===== src/hdl/hpts_pkg.sv =====
package hpts_pkg;

  localparam int SYMBOL_W      = 8;
  localparam int FLANK_W       = 6;
  localparam int MINLEN_W      = 8;
  localparam int CONTEXT_W     = 64;
  localparam int HIST_BASES    = 32;
  localparam int LENGTH_W      = 16;
  localparam int OFFSET_W      = 16;
  localparam int TAG_W         = 8;
  localparam int KM1_W         = 5;
  localparam int CFG_INDEX_W   = 1;
  localparam int CFG_DATA_W    = 8;
  localparam int OUT_DATA_W    = 168;

  localparam int PENDING_DEPTH_DEF = 16;
  localparam int POSITION_BITS_DEF = 16;
  localparam int MAX_FLANK         = 32;

  localparam logic [CFG_INDEX_W-1:0] CFG_FLANK_BASES   = 1'd0;
  localparam logic [CFG_INDEX_W-1:0] CFG_MIN_TRACT_LEN = 1'd1;

  localparam logic [FLANK_W-1:0]  FLANK_BASES_RST   = 6'd25;
  localparam logic [MINLEN_W-1:0] MIN_TRACT_LEN_RST = 8'd4;
  localparam logic [MINLEN_W-1:0] MIN_TRACT_FLOOR   = 8'd2;
  localparam logic [SYMBOL_W:0]   NO_SYMBOL         = 9'h100;
  localparam logic [LENGTH_W-1:0] LENGTH_MAX        = 16'hFFFF;

  localparam logic [1:0] BASE_A = 2'd0;
  localparam logic [1:0] BASE_C = 2'd1;
  localparam logic [1:0] BASE_G = 2'd2;
  localparam logic [1:0] BASE_T = 2'd3;

  typedef logic [CONTEXT_W-1:0]  context_t;
  typedef logic [HIST_BASES-1:0] amb_hist_t;
  typedef logic [FLANK_W-1:0]    flank_t;

  typedef struct packed {
    context_t              left;
    logic [LENGTH_W-1:0]   length;
    logic [OFFSET_W-1:0]   offset;
    logic                  base;
    logic                  rev;
    logic [TAG_W-1:0]      tag;
    logic [KM1_W-1:0]      km1;
  } entry_t;

  typedef struct packed {
    context_t              first;
    context_t              second;
    logic                  base;
    logic [LENGTH_W-1:0]   length;
    logic [OFFSET_W-1:0]   offset;
    logic                  rev;
  } result_t;

  // {ambiguous, code}
  function automatic logic [2:0] sym_decode(input logic [SYMBOL_W-1:0] s);
    logic [2:0] r;
    case (s)
      8'h41, 8'h61:               r = {1'b0, BASE_A};
      8'h43, 8'h63:               r = {1'b0, BASE_C};
      8'h47, 8'h67:               r = {1'b0, BASE_G};
      8'h54, 8'h74, 8'h55, 8'h75: r = {1'b0, BASE_T};
      default:                    r = {1'b1, BASE_A};
    endcase
    return r;
  endfunction

endpackage


===== src/hdl/hpts_ram.sv =====
module hpts_ram #(
  parameter int WIDTH = 8,
  parameter int DEPTH = 16,
  parameter int AW    = (DEPTH > 1) ? $clog2(DEPTH) : 1
) (
  input  logic             clk,
  input  logic             we,
  input  logic [AW-1:0]    waddr,
  input  logic [WIDTH-1:0] wdata,
  input  logic [AW-1:0]    raddr,
  output logic [WIDTH-1:0] rdata
);

  logic [WIDTH-1:0] mem [DEPTH];

  always_ff @(posedge clk) begin
    if (we) begin
      mem[waddr] <= wdata;
    end
    rdata <= mem[raddr];
  end

endmodule


===== src/hdl/hpts_window.sv =====
module hpts_window (
  input  hpts_pkg::context_t  hist,
  input  hpts_pkg::amb_hist_t amb,
  input  hpts_pkg::flank_t    k,
  input  logic                rev,
  output hpts_pkg::context_t  win
);
  import hpts_pkg::*;

  context_t fwd;
  context_t rc;

  assign fwd = hist >> (8'd64 - {1'b0, k, 1'b0});

  always_comb begin
    rc = '0;
    for (int i = 0; i < HIST_BASES; i++) begin
      if (FLANK_W'(i) < k) begin
        rc[2*i +: 2] = amb[HIST_BASES-1-i] ? BASE_A : ~hist[2*(HIST_BASES-1-i) +: 2];
      end
    end
  end

  assign win = rev ? rc : fwd;

endmodule


===== src/hdl/homopolymer_tract_scanner_core.sv =====
// Homopolymer tract scanner. Takes one read byte per cycle and reports runs of a
// single base that are long enough and have a full K-base flank on each side.
// Words are accepted every cycle while the output side keeps up: all per-base
// work (run tracking, flank shift, FIFO head check) completes on accept, and
// tracts waiting for their right flank sit in a PENDING_DEPTH-entry RAM whose
// head is prefetched from head_next, with a write bypass for a freshly queued
// entry. A two-word output stage holds results; input ready drops only while
// both are full. A tract is emitted on the word carrying its K-th right-flank
// base; tracts still pending at the last word of a read are dropped.
module homopolymer_tract_scanner_core #(
  parameter int PENDING_DEPTH = hpts_pkg::PENDING_DEPTH_DEF,
  parameter int POSITION_BITS = hpts_pkg::POSITION_BITS_DEF
) (
  input  logic                               clk,
  input  logic                               rst,
  input  logic                               cfg_we,
  input  logic [hpts_pkg::CFG_INDEX_W-1:0]   cfg_index,
  input  logic [hpts_pkg::CFG_DATA_W-1:0]    cfg_data,
  input  logic                               s_axis_tvalid,
  output logic                               s_axis_tready,
  input  logic [hpts_pkg::SYMBOL_W-1:0]      s_axis_tdata,  // symbol
  input  logic                               s_axis_tlast,
  output logic                               m_axis_tvalid,
  input  logic                               m_axis_tready,
  // context_first, context_second, tract_base, tract_len, flank_offset, zero pad
  output logic [hpts_pkg::OUT_DATA_W-1:0]    m_axis_tdata,
  output logic [0:0]                         m_axis_tuser   // reverse_strand
);
  import hpts_pkg::*;

  localparam int AW    = (PENDING_DEPTH > 1) ? $clog2(PENDING_DEPTH) : 1;
  localparam int CW    = $clog2(PENDING_DEPTH + 1);
  localparam int POS_W = POSITION_BITS + 1;
  localparam logic [63:0] POS_LIM64 = (64'd1 << POSITION_BITS) - 64'd1;
  localparam logic [POS_W-1:0] OFF_LIM =
      (POSITION_BITS >= OFFSET_W) ? POS_W'(16'hFFFF) : POS_W'(POS_LIM64);
  localparam logic [CW-1:0] DEPTH_C = CW'(PENDING_DEPTH);
  localparam logic [AW-1:0] LAST_PTR = AW'(PENDING_DEPTH - 1);

  flank_t               flank_bases;
  logic [MINLEN_W-1:0]  min_tract_len;

  context_t             base_history;
  amb_hist_t            ambig_history;
  logic [POS_W-1:0]     position;
  logic [SYMBOL_W:0]    run_symbol;
  logic [LENGTH_W-1:0]  run_count;
  logic [POS_W-1:0]     run_start;
  context_t             run_left_flank;
  logic [AW-1:0]        head;
  logic [AW-1:0]        tail;
  logic [CW-1:0]        pending_count;
  logic [TAG_W-1:0]     step;
  logic                 byp_sel;
  entry_t               byp_q;
  logic [$bits(entry_t)-1:0] ram_q;

  logic                 out_valid;
  result_t              out_q;
  logic                 skid_valid;
  result_t              skid_q;

  logic                 accept;
  logic                 flush;
  logic [2:0]           dec;
  logic [2:0]           run_dec;
  logic                 amb;
  logic [1:0]           code;
  flank_t               k_eff;
  logic [MINLEN_W-1:0]  minlen;
  logic                 new_run;
  logic                 qualify;
  logic                 enq;
  logic [POS_W-1:0]     off_diff;
  entry_t               new_ent;
  entry_t               head_ent;
  logic                 head_valid;
  logic [TAG_W-1:0]     elapsed;
  logic                 pop;
  context_t             left_win;
  context_t             right_win;
  context_t             hist_next;
  amb_hist_t            amb_next;
  logic [AW-1:0]        head_next;
  logic [AW-1:0]        tail_next;
  logic [CW-1:0]        count_next;
  result_t              res;

  function automatic logic [AW-1:0] ptr_inc(input logic [AW-1:0] p);
    return (p == LAST_PTR) ? '0 : p + AW'(1);
  endfunction

  assign accept = s_axis_tvalid && s_axis_tready;
  assign flush  = accept && s_axis_tlast;
  assign dec    = sym_decode(s_axis_tdata);
  assign amb    = dec[2];
  assign code   = dec[1:0];
  assign run_dec = sym_decode(run_symbol[SYMBOL_W-1:0]);

  assign k_eff  = (flank_bases == '0) ? FLANK_W'(1) :
                  (flank_bases > FLANK_W'(MAX_FLANK)) ? FLANK_W'(MAX_FLANK) : flank_bases;
  assign minlen = (min_tract_len < MIN_TRACT_FLOOR) ? MIN_TRACT_FLOOR : min_tract_len;

  assign new_run = {1'b0, s_axis_tdata} != run_symbol;
  assign qualify = new_run && !run_symbol[SYMBOL_W] && !run_dec[2] &&
                   (run_count >= LENGTH_W'(minlen)) &&
                   (run_start >= POS_W'(k_eff)) &&
                   (pending_count < DEPTH_C);
  assign enq = accept && qualify;

  assign off_diff = run_start - POS_W'(k_eff);

  always_comb begin
    new_ent.left   = run_left_flank;
    new_ent.length = run_count;
    new_ent.offset = OFFSET_W'((off_diff > OFF_LIM) ? OFF_LIM : off_diff);
    new_ent.rev    = run_dec[1];
    new_ent.base   = run_dec[1] ? ~run_dec[0] : run_dec[0];
    new_ent.tag    = step;
    new_ent.km1    = KM1_W'(k_eff - FLANK_W'(1));
  end

  assign hist_next = {code, base_history[CONTEXT_W-1:2]};
  assign amb_next  = {amb, ambig_history[HIST_BASES-1:1]};

  hpts_window u_left_win (
    .hist (base_history),
    .amb  (ambig_history),
    .k    (k_eff),
    .rev  (!amb && code[1]),
    .win  (left_win)
  );

  assign head_ent   = (pending_count == '0) ? new_ent :
                      (byp_sel ? byp_q : entry_t'(ram_q));
  assign head_valid = (pending_count != '0) || enq;
  assign elapsed    = step - head_ent.tag;
  assign pop        = accept && head_valid && (elapsed >= TAG_W'(head_ent.km1));

  hpts_window u_right_win (
    .hist (hist_next),
    .amb  (amb_next),
    .k    (k_eff),
    .rev  (head_ent.rev),
    .win  (right_win)
  );

  always_comb begin
    res.first  = head_ent.rev ? right_win : head_ent.left;
    res.second = head_ent.rev ? head_ent.left : right_win;
    res.base   = head_ent.base;
    res.length = head_ent.length;
    res.offset = head_ent.offset;
    res.rev    = head_ent.rev;
  end

  assign head_next  = flush ? '0 : (pop ? ptr_inc(head) : head);
  assign tail_next  = flush ? '0 : (enq ? ptr_inc(tail) : tail);
  assign count_next = flush ? '0 : pending_count + CW'(enq) - CW'(pop);

  hpts_ram #(
    .WIDTH ($bits(entry_t)),
    .DEPTH (PENDING_DEPTH),
    .AW    (AW)
  ) u_pending (
    .clk   (clk),
    .we    (enq),
    .waddr (tail),
    .wdata (new_ent),
    .raddr (head_next),
    .rdata (ram_q)
  );

  always_ff @(posedge clk) begin
    if (rst) begin
      flank_bases   <= FLANK_BASES_RST;
      min_tract_len <= MIN_TRACT_LEN_RST;
    end else if (cfg_we) begin
      case (cfg_index)
        CFG_FLANK_BASES:   flank_bases   <= cfg_data[FLANK_W-1:0];
        CFG_MIN_TRACT_LEN: min_tract_len <= cfg_data[MINLEN_W-1:0];
        default: ;
      endcase
    end
  end

  always_ff @(posedge clk) begin
    if (rst) begin
      base_history   <= '0;
      ambig_history  <= '0;
      position       <= '0;
      run_symbol     <= NO_SYMBOL;
      run_count      <= '0;
      run_start      <= '0;
      run_left_flank <= '0;
      head           <= '0;
      tail           <= '0;
      pending_count  <= '0;
      step           <= '0;
      byp_sel        <= 1'b0;
    end else begin
      byp_sel <= enq && (tail == head_next);
      if (accept) begin
        step          <= step + TAG_W'(1);
        head          <= head_next;
        tail          <= tail_next;
        pending_count <= count_next;
        if (flush) begin
          base_history   <= '0;
          ambig_history  <= '0;
          position       <= '0;
          run_symbol     <= NO_SYMBOL;
          run_count      <= '0;
          run_start      <= '0;
          run_left_flank <= '0;
        end else begin
          base_history  <= hist_next;
          ambig_history <= amb_next;
          if (position != '1) begin
            position <= position + POS_W'(1);
          end
          if (new_run) begin
            run_symbol     <= {1'b0, s_axis_tdata};
            run_count      <= LENGTH_W'(1);
            run_start      <= position;
            run_left_flank <= left_win;
          end else if (run_count != LENGTH_MAX) begin
            run_count <= run_count + LENGTH_W'(1);
          end
        end
      end
    end
  end

  always_ff @(posedge clk) begin
    byp_q <= new_ent;
  end

  // hold the output word while stalled, park a new result in the skid stage
  always_ff @(posedge clk) begin
    if (rst) begin
      out_valid  <= 1'b0;
      skid_valid <= 1'b0;
    end else if (out_valid && !m_axis_tready) begin
      if (pop) begin
        skid_valid <= 1'b1;
      end
    end else if (skid_valid) begin
      out_valid  <= 1'b1;
      skid_valid <= 1'b0;
    end else begin
      out_valid <= pop;
    end
  end

  always_ff @(posedge clk) begin
    if (out_valid && !m_axis_tready) begin
      if (pop) begin
        skid_q <= res;
      end
    end else if (skid_valid) begin
      out_q <= skid_q;
    end else if (pop) begin
      out_q <= res;
    end
  end

  assign s_axis_tready = !skid_valid;
  assign m_axis_tvalid = out_valid;
  assign m_axis_tdata  = {7'b0, out_q.offset, out_q.length, out_q.base,
                          out_q.second, out_q.first};
  assign m_axis_tuser  = out_q.rev;

endmodule


===== config.mk =====
export PLATFORM = sky130hd
export DESIGN_NAME = homopolymer_tract_scanner_core
export DESIGN_NICKNAME = d
export VERILOG_FILES = /design/src/hdl/hpts_pkg.sv /design/src/hdl/hpts_ram.sv /design/src/hdl/hpts_window.sv /design/src/hdl/homopolymer_tract_scanner_core.sv
export SDC_FILE = /design/constraint.sdc
export NUM_CORES = 2
export LEC_CHECK = 0
export ABC_CLOCK_PERIOD_IN_PS = 23000
export BUFFER_PORTS_ARGS = -buffer_cell sky130_fd_sc_hd__clkbuf_2
export CORE_MARGIN = 1
export CORE_UTILIZATION = 45
export DETAILED_ROUTE_END_ITERATION = 10
export SKIP_CTS_REPAIR_TIMING = 1
export SYNTH_ARGS = -nofsm -noshare
export SYNTH_HDL_FRONTEND = slang
export SYNTH_SLANG_ARGS = --single-unit

===== constraint.sdc =====
create_clock -name clk -period 23 [get_ports clk]
set_clock_uncertainty 0.2 [all_clocks]
set_input_delay 2.3 -clock clk [delete_from_list [all_inputs] [get_ports clk]]
set_output_delay 2.3 -clock clk [all_outputs]
set_load 0.005 [all_outputs]

==> reports/qor.yml <==
run_status:
  status: "finished clean"
pwr:
  p_clk_share_pct: 45.4
  p_sw_mw: 2.063
  combPwrFrac_pct: 3.3
  p_int_mw: 7.783
  power.density_nw_per_um2: 82.06
  leakage_nw: 42.79
  switching_share_pct: 20.95
  ir_worst_vdd_mv: 0.05621
  seqPwrFrac_pct: 51.3
hold_path:
  holdPathStages: 2
  hold_class: "reg -> reg"
  min_from: "min_tract_len[3]"
  min_to: "min_tract_len[3]"
placement:
  dp_hpwl_microns: 170600
  placed_cell_area_sq_um: 110800
  place.port_buffers: 186
  dp.cells: 10120
  gp_congestion: 0.9955
sta:
  setup_tns_ns: 0
  finalSetupViolations: 0
  tightest_slew_ns: 1.395
  max_freq_mhz: 95.31
  min_period_ns: 10.49
  fin_crit_sh_pct: 45.62
  slew_viol_final: 0
  hold_violations: 0
  rsz0062_at_grt: "no"
  relSlewSlack_pct: 6.991
  holdWs_ns: 0.2830
grt:
  top_usage_layer: "met2"
  grt.met3_usage_pct: 3.905
  grt_antenna_before_repair: 11
  grt_max_degree: 141
  grt_pass1_wl_microns: 421000
  grt_overflow: 0
  grt_use_met1_pct: 33.43
  grt_pass1_vias: 59660
  grt_use_total_pct: 24.25
  gr-usage-met2_pct: 39.21
setup_path:
  rrSetupSlack_ns: 12.51
  endpoint_kind: "flip-flop"
  reg2reg_depth: 24
  reg2reg_from: "flank_bases[5]"
  crit_chain: "inv_1, o21ai_4, ha_1, nand2_1, nand2_1, and2_1, buf_4, clkinv_1, buf_4, a21oi_1, ha_1, a221o_1, nor3_1, nand4_1, nor4b_1, a21o_1, a311o_2, buf_4, buf_4, buf_12, mux2i_1, mux2i_1, mux2i_1, mux2i_1"
  max_stage_delay_ns: 0.85
  r2r_end: "u_pending.rdata[88]"
  critPathBufInv: 7
  slowest_stage: "buf_4"
  crit_fanout: 140
  crit_arrival_ns: 11.08
  cp_top_family: "buffers and inverters"
  cp-start-kind: "flip-flop"
  critPathRequiredTime_ns: 23.59
  critical_path_class: "reg -> reg"
run:
  max_cap_violations: 0
routing:
  remaining_drc_errors: 0
  wl_per_cell_microns: 27.54
  num_vias: 61130
  firstDrtPassIters: 6
  ant_nets: 0
  totalWireLength_microns: 292800
  drt_iter0_drc: 5359
  viasPerCell: 5.750
synthesis:
  yosys_warnings: 0
  synth_ff_type: "edfxtp_1"
  synth-seq-area-share_pct: 68.26
  synth_seq_cells: 2579
  yosysUniqueCellTypes: 71
  syn_area_per_cell_sq_um: 15.05
  netlist_instances: 7070
  synth_edf_count: 2100
  synth_area_sq_um: 106400
  synthArstFlopShare_pct: 0
layout:
  post-route-util_pct: 51.02
  fill_cells: 19680
  nNetsFinal: 7334
  stdcell_count: 10630
  drive_above_1_share_pct: 12.70
  final_area_sq_um: 120000
  syn_to_final_growth_pct: 12.74
clocking:
  cts_root_buf: "clkbuf_16"
  clkSlewWorstSetupHoldPaths_ns: 0.06
  tritoncts: "done"
  cts_made_buffers: 289
  h-tree-depth: 5
  clk_path_buf_depth: 4
  cts_num_sinks: 2579
  clk_latency_ns: 0.97
die:
  start_util_pct: 45.25
  dieWidth_microns: 488.3
  core_sq_um: 235200
  die-area_sq_um: 238500
  num_io_pins: 194
  placementRows: 178
  die_y_microns: 488.3
[registers in the layout, summed over array words and instances (netlist names), 9 cells and up]
register and cells:
u_pending.mem 1776, base_history 64, run_count 16, position 17, m_axis_tdata 161, run_left_flank 64
byp_q 111, skid_q 162, run_symbol 9, run_start 17, u_pending.rdata 111, ambig_history 32
[tightest hold or removal path: cells and delay by family (launching register included)]
kind	cells	cell delay (ns)
flip-flops	1	0.32
AND/OR/NAND/NOR	1	0.06
AO/OA/AOI/OAI	1	0.05
[through the flow]
| step | power (mW) | setup slack, ns |
|---|---|---|
| 6_report | 9.846 | 12.51 |
| 5_1_grt | 10.12 | 11.85 |
| 4_1_cts | 9.916 | 12.52 |
| 3_5_place_dp | 5.466 | 12.56 |
| 3_3_place_gp | 5.465 | 12.78 |
| 2_1_floorplan | 5.317 | 10.10 |
[Yosys cell counts, drive strengths merged (14+ instances only)]
library cell,instances,area share [%]
edfxtp,2100,59
mux2i,1874,18
dfxtp,479,9.0
nor2,361,1.3
a21oi,315,1.5
nand2,244,0.86
o21ai,235,1.1
buf,228,1.1
clkbuf,207,0.73
mux2,163,1.7
and3,111,0.65
nand3,68,0.32
nor3,68,0.32
or4,49,0.35
ha,43,0.51
inv,41,0.14
a22o,39,0.32
a211oi,35,0.25
xor2,28,0.23
nor4,27,0.16
o22ai,27,0.16
xnor2,24,0.20
a21o,20,0.14
nand2b,20,0.12
nor2b,20,0.12
o211ai,20,0.14
a31oi,19,0.11
or3,18,0.11
a22oi,17,0.12
a221o,16,0.15
o21a,15,0.11
nand3b,14,0.099
[placed cells by master (no fill, tap or decap), types with 110 or more instances in the layout]
master / count
edfxtp_1: 2100
mux2i_1: 1874
dfxtp_1: 478
nor2_1: 346
a21oi_1: 314
clkbuf_16: 295
nand2_1: 243
o21ai_0: 229
clkbuf_2: 185
mux2_2: 163
buf_4: 140
and3_1: 110
[layer usage]
metal	routed length (microns)	share of wire, %
met5	27	0.0092
met4	8667	3.0
met3	17060	5.8
met2	138900	47
met1	128100	44
[cell type report]
cell class / instances / area (sq um) / area share (%)
clock buffer: 394 / 7994 / 6.662
timing repair buffer: 333 / 2128 / 1.774
multi-input combinational: 4018 / 31970 / 26.64
inverter: 44 / 175.2 / 0.1460
antenna: 4 / 10.01 / 0.008342
clock inverter: 110 / 1119 / 0.9322
sequential: 2579 / 72650 / 60.55
tap: 3150 / 3941 / 3.285
[how the worst max path moves through the flow]
stage,from,to,cells after the start
2_1_floorplan,flank_bases[3],m_axis_tdata[0],23
3_3_place_gp,flank_bases[5],u_pending.rdata[12],24
3_5_place_dp,flank_bases[5],u_pending.rdata[18],24
4_1_cts,flank_bases[5],u_pending.rdata[18],24
5_1_grt,flank_bases[5],u_pending.rdata[17],24
6_report,flank_bases[5],u_pending.rdata[88],24
[cell families after synthesis]
group | Yosys count | share of synthesized area [%]
AO/OA/AOI/OAI | 835 | 4.694
XOR/XNOR | 52 | 0.4279
adder cells (fa/ha/maj) | 46 | 0.5619
buffers and inverters | 479 | 1.977
flip-flops | 2579 | 68.26
multiplexers | 2043 | 19.48
other | 1 | 0.003523
AND/OR/NAND/NOR | 1035 | 4.599
[power groups by stage]
stage	Combinational [mW]	Clock (mW)	Sequential (mW)
3_5_place_dp	0.315	0	5.15
3_3_place_gp	0.315	0	5.15
2_1_floorplan	0.179	0	5.14
5_1_grt	0.335	4.73	5.05
4_1_cts	0.317	4.55	5.05
6_report	0.324	4.47	5.05
No activity file was read; power rests on OpenSTA's default activity.
